==> src/keyed_deque_with_search_defines.svh <==
// ----------------------------------------------------------------------------
// Keyed deque assertion macros
// Shared assertion wrappers; empty in synthesis builds.
// ----------------------------------------------------------------------------
`ifndef KEYED_DEQUE_WITH_SEARCH_DEFINES_SVH
`define KEYED_DEQUE_WITH_SEARCH_DEFINES_SVH
`ifndef SYNTHESIS
// Checked on every clock edge outside reset.
`define KDQ_ASSERT(lbl, prop, msg) \
	lbl: assert property (@(posedge clk) disable iff (!arst_n) (prop)) else $error(msg);
// Checked on every clock edge, reset included.
`define KDQ_ASSERT_ALWAYS(lbl, prop, msg) \
	lbl: assert property (@(posedge clk) (prop)) else $error(msg);
`else
`define KDQ_ASSERT(lbl, prop, msg)
`define KDQ_ASSERT_ALWAYS(lbl, prop, msg)
`endif
`endif

==> src/kdq_pkg.sv <==
// ----------------------------------------------------------------------------
// Keyed deque package
// Sizes, operation and status codes, and the ring slot helper.
// ----------------------------------------------------------------------------
`default_nettype none

package kdq_pkg;

	localparam int DEPTH = 16;
	localparam int IDX_W = (DEPTH > 1) ? $clog2(DEPTH) : 1;
	localparam int CNT_W = $clog2(DEPTH + 1);

	localparam int OP_W     = 3;
	localparam int KEY_W    = 32;
	localparam int STATUS_W = 2;
	localparam int POS_W    = 4;
	localparam int OCC_W    = 5;

	localparam int IN_BITS  = OP_W + KEY_W;
	localparam int IN_W     = ((IN_BITS + 7) / 8) * 8;
	localparam int OUT_BITS = STATUS_W + POS_W + KEY_W + OCC_W;
	localparam int OUT_W    = ((OUT_BITS + 7) / 8) * 8;

	localparam logic [OP_W-1:0] OP_PUSH_BACK  = 3'd0;
	localparam logic [OP_W-1:0] OP_PUSH_FRONT = 3'd1;
	localparam logic [OP_W-1:0] OP_POP_FRONT  = 3'd2;
	localparam logic [OP_W-1:0] OP_POP_BACK   = 3'd3;
	localparam logic [OP_W-1:0] OP_SEARCH     = 3'd4;

	localparam logic [STATUS_W-1:0] STAT_OK    = 2'd0;
	localparam logic [STATUS_W-1:0] STAT_EMPTY = 2'd1;
	localparam logic [STATUS_W-1:0] STAT_FULL  = 2'd2;
	localparam logic [STATUS_W-1:0] STAT_MISS  = 2'd3;

	typedef struct packed {
		logic             en;
		logic [IDX_W-1:0] addr;
		logic [KEY_W-1:0] data;
	} wr_req_t;

	// Ring slot of the entry at offset off from the front; the sum stays
	// below twice the depth, so one compare and subtract wraps it.
	function automatic logic [IDX_W-1:0] slot_of(input logic [IDX_W-1:0] front,
		input logic [CNT_W-1:0] off);
		logic [CNT_W:0] sum;
		sum = (CNT_W + 1)'(front) + (CNT_W + 1)'(off);
		if (sum >= (CNT_W + 1)'(DEPTH)) begin
			sum = sum - (CNT_W + 1)'(DEPTH);
		end
		return IDX_W'(sum);
	endfunction

endpackage

`default_nettype wire

==> src/kdq_store.sv <==
// ----------------------------------------------------------------------------
// Keyed deque entry store
// Ring storage of keys: one write port, one read port with registered data.
// ----------------------------------------------------------------------------
`default_nettype none

module kdq_store (
	input  wire logic                          clk,
	input  wire kdq_pkg::wr_req_t              wr,
	input  wire logic [kdq_pkg::IDX_W-1:0]     rd_addr,
	output logic      [kdq_pkg::KEY_W-1:0]     rd_data
);

	logic [kdq_pkg::KEY_W-1:0] mem [kdq_pkg::DEPTH];

	always_ff @(posedge clk) begin
		if (wr.en) begin
			mem[wr.addr] <= wr.data;
		end
		rd_data <= mem[rd_addr];
	end

endmodule

`default_nettype wire

==> src/keyed_deque_with_search.sv <==
// ----------------------------------------------------------------------------
// Keyed deque with search
// Bounded double-ended queue of 32-bit keys with a linear key search.
// ----------------------------------------------------------------------------
// Each request carries an operation (push back, push front, pop front, pop
// back, search) and a key, and yields exactly one result. The block takes one
// request at a time: a push or unused code runs the execute and done states, a
// pop that finds an entry adds a read state, and a search a scan state
// ending on a hit or after all N entries held; a single comparator walks the
// ring one entry per cycle via the store's read port. A finished result sits
// in the output register, so the next request may be accepted while it waits.
`default_nettype none

`include "keyed_deque_with_search_defines.svh"

module keyed_deque_with_search (
	input  wire logic                       clk,
	input  wire logic                       arst_n,
	input  wire logic                       s_tvalid,
	output logic                            s_tready,
	// [2:0] op, [34:3] key, rest zero
	input  wire logic [kdq_pkg::IN_W-1:0]   s_tdata,
	output logic                            m_tvalid,
	input  wire logic                       m_tready,
	// [1:0] status, [5:2] position, [37:6] popped_key, [42:38] occupancy
	output logic      [kdq_pkg::OUT_W-1:0]  m_tdata
);

	typedef enum logic [2:0] {
		ST_IDLE,
		ST_EXEC,
		ST_POPRD,
		ST_SCAN,
		ST_DONE
	} state_t;

	state_t                          state_q;
	logic [kdq_pkg::OP_W-1:0]        op_q;
	logic [kdq_pkg::KEY_W-1:0]       key_q;
	logic [kdq_pkg::IDX_W-1:0]       front_q;
	logic [kdq_pkg::CNT_W-1:0]       count_q;
	logic [kdq_pkg::CNT_W-1:0]       rd_q;
	logic                            cmp_v_q;
	logic [kdq_pkg::IDX_W-1:0]       cmp_idx_q;
	logic [kdq_pkg::STATUS_W-1:0]    res_status_q;
	logic [kdq_pkg::POS_W-1:0]       res_pos_q;
	logic [kdq_pkg::KEY_W-1:0]       res_pop_q;
	logic                            m_tvalid_q;
	logic [kdq_pkg::OUT_W-1:0]       m_tdata_q;

	kdq_pkg::wr_req_t                wr;
	logic [kdq_pkg::CNT_W-1:0]       off;
	logic [kdq_pkg::IDX_W-1:0]       slot;
	logic [kdq_pkg::IDX_W-1:0]       front_dec;
	logic [kdq_pkg::KEY_W-1:0]       rd_data;
	logic                            full;
	logic                            empty;
	logic                            hit;

	assign s_tready = (state_q == ST_IDLE);
	assign m_tvalid = m_tvalid_q;
	assign m_tdata  = m_tdata_q;

	assign full  = (count_q == kdq_pkg::CNT_W'(kdq_pkg::DEPTH));
	assign empty = (count_q == '0);
	assign hit   = cmp_v_q && (rd_data == key_q);

	assign front_dec = (front_q == '0) ? kdq_pkg::IDX_W'(kdq_pkg::DEPTH - 1)
		: front_q - kdq_pkg::IDX_W'(1);

	// One slot adder serves all but push front, chosen by what is running.
	always_comb begin
		off = '0;
		if (state_q == ST_SCAN) begin
			off = rd_q;
		end else begin
			case (op_q)
				kdq_pkg::OP_PUSH_BACK: off = count_q;
				kdq_pkg::OP_POP_FRONT: off = kdq_pkg::CNT_W'(1);
				kdq_pkg::OP_POP_BACK:  off = count_q - kdq_pkg::CNT_W'(1);
				default:               off = '0;
			endcase
		end
	end

	assign slot = kdq_pkg::slot_of(front_q, off);

	always_comb begin
		wr.en   = 1'b0;
		wr.addr = slot;
		wr.data = key_q;
		if (state_q == ST_EXEC && !full) begin
			if (op_q == kdq_pkg::OP_PUSH_BACK) begin
				wr.en = 1'b1;
			end else if (op_q == kdq_pkg::OP_PUSH_FRONT) begin
				wr.en   = 1'b1;
				wr.addr = front_dec;
			end
		end
	end

	kdq_store u_store (
		.clk     (clk),
		.wr      (wr),
		.rd_addr ((state_q == ST_EXEC && op_q == kdq_pkg::OP_POP_FRONT) ? front_q : slot),
		.rd_data (rd_data)
	);

	always_ff @(posedge clk or negedge arst_n) begin
		if (!arst_n) begin
			state_q      <= ST_IDLE;
			op_q         <= '0;
			key_q        <= '0;
			front_q      <= '0;
			count_q      <= '0;
			rd_q         <= '0;
			cmp_v_q      <= 1'b0;
			cmp_idx_q    <= '0;
			res_status_q <= kdq_pkg::STAT_OK;
			res_pos_q    <= '0;
			res_pop_q    <= '0;
			m_tvalid_q   <= 1'b0;
			m_tdata_q    <= '0;
		end else begin
			// In the done state the result register is handled below.
			if (m_tvalid_q && m_tready && state_q != ST_DONE) begin
				m_tvalid_q <= 1'b0;
			end
			case (state_q)
				ST_IDLE: begin
					if (s_tvalid) begin
						op_q    <= s_tdata[kdq_pkg::OP_W-1:0];
						key_q   <= s_tdata[kdq_pkg::IN_BITS-1:kdq_pkg::OP_W];
						state_q <= ST_EXEC;
					end
				end
				ST_EXEC: begin
					res_pos_q <= '0;
					res_pop_q <= '0;
					case (op_q)
						kdq_pkg::OP_PUSH_BACK: begin
							state_q <= ST_DONE;
							if (full) begin
								res_status_q <= kdq_pkg::STAT_FULL;
							end else begin
								res_status_q <= kdq_pkg::STAT_OK;
								count_q      <= count_q + kdq_pkg::CNT_W'(1);
							end
						end
						kdq_pkg::OP_PUSH_FRONT: begin
							state_q <= ST_DONE;
							if (full) begin
								res_status_q <= kdq_pkg::STAT_FULL;
							end else begin
								res_status_q <= kdq_pkg::STAT_OK;
								front_q      <= front_dec;
								count_q      <= count_q + kdq_pkg::CNT_W'(1);
							end
						end
						kdq_pkg::OP_POP_FRONT: begin
							if (empty) begin
								res_status_q <= kdq_pkg::STAT_EMPTY;
								state_q      <= ST_DONE;
							end else begin
								res_status_q <= kdq_pkg::STAT_OK;
								front_q      <= slot;
								count_q      <= count_q - kdq_pkg::CNT_W'(1);
								state_q      <= ST_POPRD;
							end
						end
						kdq_pkg::OP_POP_BACK: begin
							if (empty) begin
								res_status_q <= kdq_pkg::STAT_EMPTY;
								state_q      <= ST_DONE;
							end else begin
								res_status_q <= kdq_pkg::STAT_OK;
								count_q      <= count_q - kdq_pkg::CNT_W'(1);
								state_q      <= ST_POPRD;
							end
						end
						kdq_pkg::OP_SEARCH: begin
							rd_q    <= '0;
							cmp_v_q <= 1'b0;
							state_q <= ST_SCAN;
						end
						default: begin
							res_status_q <= kdq_pkg::STAT_OK;
							state_q      <= ST_DONE;
						end
					endcase
				end
				ST_POPRD: begin
					res_pop_q <= rd_data;
					state_q   <= ST_DONE;
				end
				ST_SCAN: begin
					// Reads run one entry ahead of the compare.
					if (hit) begin
						res_status_q <= kdq_pkg::STAT_OK;
						res_pos_q    <= kdq_pkg::POS_W'(cmp_idx_q);
						cmp_v_q      <= 1'b0;
						state_q      <= ST_DONE;
					end else if (rd_q == count_q) begin
						res_status_q <= kdq_pkg::STAT_MISS;
						res_pos_q    <= '0;
						cmp_v_q      <= 1'b0;
						state_q      <= ST_DONE;
					end else begin
						cmp_v_q   <= 1'b1;
						cmp_idx_q <= kdq_pkg::IDX_W'(rd_q);
						rd_q      <= rd_q + kdq_pkg::CNT_W'(1);
					end
				end
				ST_DONE: begin
					if (!m_tvalid_q || m_tready) begin
						m_tvalid_q <= 1'b1;
						m_tdata_q  <= kdq_pkg::OUT_W'({kdq_pkg::OCC_W'(count_q), res_pop_q,
							res_pos_q, res_status_q});
						state_q    <= ST_IDLE;
					end
				end
				default: begin
					state_q <= ST_IDLE;
				end
			endcase
		end
	end

	`KDQ_ASSERT_ALWAYS(a_count_bound, count_q <= kdq_pkg::CNT_W'(kdq_pkg::DEPTH),
		"count beyond depth")
	`KDQ_ASSERT(a_accept_exec, s_tvalid && s_tready |=> state_q == ST_EXEC, "accept did not start")
	`KDQ_ASSERT(a_count_step, count_q == $past(count_q) || count_q == $past(count_q) + 1
		|| count_q + 1 == $past(count_q), "count jumped")
	`KDQ_ASSERT(a_result_src, $rose(m_tvalid) |-> $past(state_q) == ST_DONE,
		"result out of order")
	`KDQ_ASSERT(a_scan_bound, state_q == ST_SCAN |-> rd_q <= count_q, "scan past occupancy")

endmodule

`default_nettype wire
==> config.mk <==
export PLATFORM = sky130hd
export DESIGN_NAME = keyed_deque_with_search
export DESIGN_NICKNAME = d
export VERILOG_FILES = /design/src/kdq_pkg.sv /design/src/kdq_store.sv /design/src/keyed_deque_with_search.sv
export VERILOG_INCLUDE_DIRS = /design/src /design/src/src
export SDC_FILE = /design/constraint.sdc
export NUM_CORES = 1
export LEC_CHECK = 0
export BUFFER_PORTS_ARGS = -buffer_cell sky130_fd_sc_hd__buf_2
export CAP_MARGIN = 25
export CORE_ASPECT_RATIO = 1.25
export CORE_UTILIZATION = 56
export DETAILED_ROUTE_END_ITERATION = 16
export PLACE_DENSITY = 0.73
export SETUP_SLACK_MARGIN = 0.5
export SLEW_MARGIN = 5
export SYNTH_ARGS = -nofsm -noshare
export SYNTH_HDL_FRONTEND = slang
export SYNTH_SLANG_ARGS = --single-unit
==> constraint.sdc <==
create_clock -name clk -period 9.6 [get_ports clk]
set_input_delay 1.92 -clock clk [delete_from_list [all_inputs] [get_ports clk]]
set_output_delay 1.92 -clock clk [all_outputs]
set_load 0.005 [all_outputs]
==> run summary <==
### Layout
• total non-filler cell area in the finished layout: 31,900 µm²
• leading cell types in the layout, fill and taps excluded: edfxtp_1, o21ai_0, dfrtp_1
• storage element area: 19,500 µm²
• count of inserted antenna diode cells: 0
• fraction of layout instances using a drive strength above 1: 0.159
• commonest non-fill, non-tap cell in the layout: edfxtp_1
• Area Growth Syn to Fin: 10.3%
• final net count: 2,070
• multi-input combinational cell area: 8580 µm²
• filler instances: 3,636

### Place
• Post-Place Cell Area: 29,800 µm²
• global placement routability congestion: 0.804
• DPL Wire Length: 38,100 µm
• number of port buffers: 83

### Drt
• number of DRC violations after detailed-routing iteration 0: 2,518
• number of nets with antenna violations after detailed routing: 0
• via count: 18,805
• Routed WL per cell: 27.4 µm
• total DRC errors in the routed layout: 0
• detailed-route vias per instance: 6.89
• 1st-pass router iterations: 6
• wire length reported by the detailed router: 74,600 µm

### Global route
• largest net degree at the start of global routing: 257
• Overall Global Routing Usage: 0.284
• antenna violations before repair: 0
• number of global-route vias before repair: 18,505
• overflow left after global routing: 0
• wire length of the first global-routing pass: 113,000 µm

### Die
• die width: 205 µm
• die area: 52,500 µm²
• Core Region: 50,600 µm²
• I/O pin total: 94
• floorplan die height: 256 µm
• initial core utilization: 0.571
• number of placement rows: 92

### Outcome
• run status: complete, no violations

### Synth
• share of async-settable or async-resettable flops after synthesis: 0.204
• fraction of post-synthesis cell area in the top cell type by area: 0.532
• syn_area_per_cell: 14.2 µm²
• leading cell types by total area after synthesis: edfxtp_1, dfrtp_1, o21ai_0
• XOR/XNOR share of the synthesized area: 0.0118
• yosys synthesis warning count: 0
• leading register cell type out of synthesis: edfxtp_1
• largest family of logic cells by synthesized area: compound AO/OA/AOI/OAI gates
• number of enable-type register cells in the synthesized netlist: 512
• gate count of the mapped netlist: 2,038
• Synth cell types: 63
• Compound-Gate Fraction of Synth Area: 0.183
• post-synthesis cell type with the largest combined area: edfxtp_1
• netlist area before placement: 28,900 µm²
• sequential cell area fraction in the yosys report: 0.674
• arithmetic-cell share of the synthesized area counting full adders, half adders and majority gates: 0.00372
• area share of and/or/nand/nor cells after synthesis: 0.0261
• #FFs+latches synth: 683
• mux share of post-synthesis cell area: 0.0642

### Clock tree
• Worst-Skew Late Latency: 640 ps
• # hold bufs at CTS: 0
• level count of the clock H-tree: 2
• CTS Root Cell: clkbuf_16
• Num Clock Sinks: 683
• CTS clk-pin slew, worst paths: 60 ps
• post-CTS setup buffer count: 0
• number of buffers inserted during clock tree synthesis: 61
• post-cts repair resize count: 0
• CTS tree: built
• buffers from clock root to sink, at most: 3

### Worst setup path
• slowest cell on the critical path: buf_4
• setup slack on the worst flop-to-flop path: 4690 ps
• endpoint required time on the critical path: 10,150 ps
• type of element launching the critical path: flip-flop
• worst-path maximum fanout: 73
• CP cell instances: and3b_1 -> nor2_1 -> a22o_1 -> ha_1 -> inv_1 -> fa_1 -> inv_1 -> o21ai_4 -> buf_4 -> buf_4 -> a32oi_1 -> a22oi_1 -> mux2i_1 -> mux2i_1
• critical path start-end classification: flip-flop to flip-flop
• category of the worst setup path capture point: flip-flop
• critical path's largest stage delay: 910 ps
• endpoint arrival time on the critical path: 5460 ps

### STA
• final-report setup violation count: 0
• crit share post-route: 0.512
• final-report hold violation count: 0
• summed negative setup slack over all endpoints: 0 ps
• Highest Clock Rate: 203 MHz
• transition time of the tightest slew-check pin: 1210 ps
• Slew HR: 0.194
• Worst Hold Margin: 480 ps
• number of pins exceeding their max-slew limit in the final report: 0
• setup skew after layout: 19.2 ps
• clock period minus worst slack: 4910 ps
• unrepaired setup endpoints after global routing: false

### Power
• Static Leak: 10.9 nW
• total power per unit cell area: 403 nW/µm²
• maximum resistive drop on vdd: 0.000643 V

### Flow run
• Max-cap violations: 0

### Worst hold path
• Hold Crit Class: flip-flop to flip-flop

stage by stage:
| step | setup WS (ps) | utilization | cells | total power [mW] |
|---|---|---|---|---|
| floorplan | 4420 | - | 2042 | 8.66 |
| global placement | 4930 | 0.587 | 2609 | 10.1 |
| detailed placement | 4900 | 0.588 | 2612 | 10.3 |
| CTS | 4820 | 0.629 | 2727 | 12.8 |
| global route | 4550 | 0.629 | 2728 | 13.5 |
| finish | 4690 | 0.629 | 2728 | 12.9 |
cell families (layout without fill, tap and decap cells):
| family | count (synthesis) | count (layout) |
|---|---|---|
| XOR/XNOR | 38 | 38 |
| AO/OA/AOI/OAI | 755 | 755 |
| AND/OR/NAND/NOR | 143 | 143 |
| other | 1 | 5 |
| adder cells (fa/ha/maj) | 8 | 8 |
| flip-flops | 683 | 683 |
| multiplexers | 176 | 176 |
| buffers and inverters | 234 | 262 |
final cells by class:
type,count,share of cell area
inverter,20,0.00235
tap,658,0.0258
clock buffer,96,0.0584
multi-input combinational,1125,0.269
timing repair buffer,127,0.0261
clock inverter,19,0.00667
sequential,683,0.611
sequential cells by signal, indices dropped and copies added, names as in the netlist, 2 cells and up:
signal and cells:
cmp_idx_q 4, count_q 5, front_q 4, key_q 32, m_tdata 43, op_q 3
rd_q 5, res_pop_q 32, res_pos_q 4, res_status_q 2, state_q 3, u_store.mem 512
u_store.rd_data 32
power breakdown:
group	switching [mW]	total [mW]	internal, mW
combinational	3.59	5.80	2.21
sequential	0.633	4.56	3.93
clock	1.05	2.49	1.44
total	5.28	12.9	7.58
metal layers:
layer,up-vias,track usage,wire [µm]
met5,-,0,0
met3,142,0.0448,7000
met1,9417,0.399,29500
li1,8190,-,-
met4,0,0.0971,2230
met2,1056,0.453,35900
worst max-delay path, delay by kind of cell, from the launching register on:
kind | cells | cell delay (ps)
fa+ha+maj | 2 | 770
flops | 1 | 620
mux | 2 | 350
buf+inv | 4 | 1780
compound gates | 4 | 730
simple gates | 2 | 540
path summary, 6_finish.rpt:
path | from | end | cells past startpoint
worst min register to register | cmp_idx_q[1]$_DFFE_PN0P_ | res_pos_q[1]$_DFFE_PN0P_ | 2
worst max-delay path | state_q[2]$_DFFE_PN0P_ | u_store.rd_data[16]$_DFF_P_ | 14
min in group asynchronous | arst_n | m_tdata[5]$_DFFE_PN0P_ | 1
worst min-delay path | cmp_idx_q[1]$_DFFE_PN0P_ | res_pos_q[1]$_DFFE_PN0P_ | 2
worst max register to register | state_q[2]$_DFFE_PN0P_ | u_store.rd_data[16]$_DFF_P_ | 14
max in group asynchronous | arst_n | m_tdata[0]$_DFFE_PN0P_ | 2
cells in the mapped netlist, types with 28 or more instances:
cell      number
dfrtp_1      139
a22o_1        35
clkbuf_1     107
xnor2_1       28
edfxtp_1     512
mux2i_1      102
o21ai_0      277
nand2_1       43
buf_2         76
dfxtp_1       32
a32oi_1      128
a22oi_1      129
mux2_2        74
a311oi_1     128
Power figures use the tool's default switching activity.
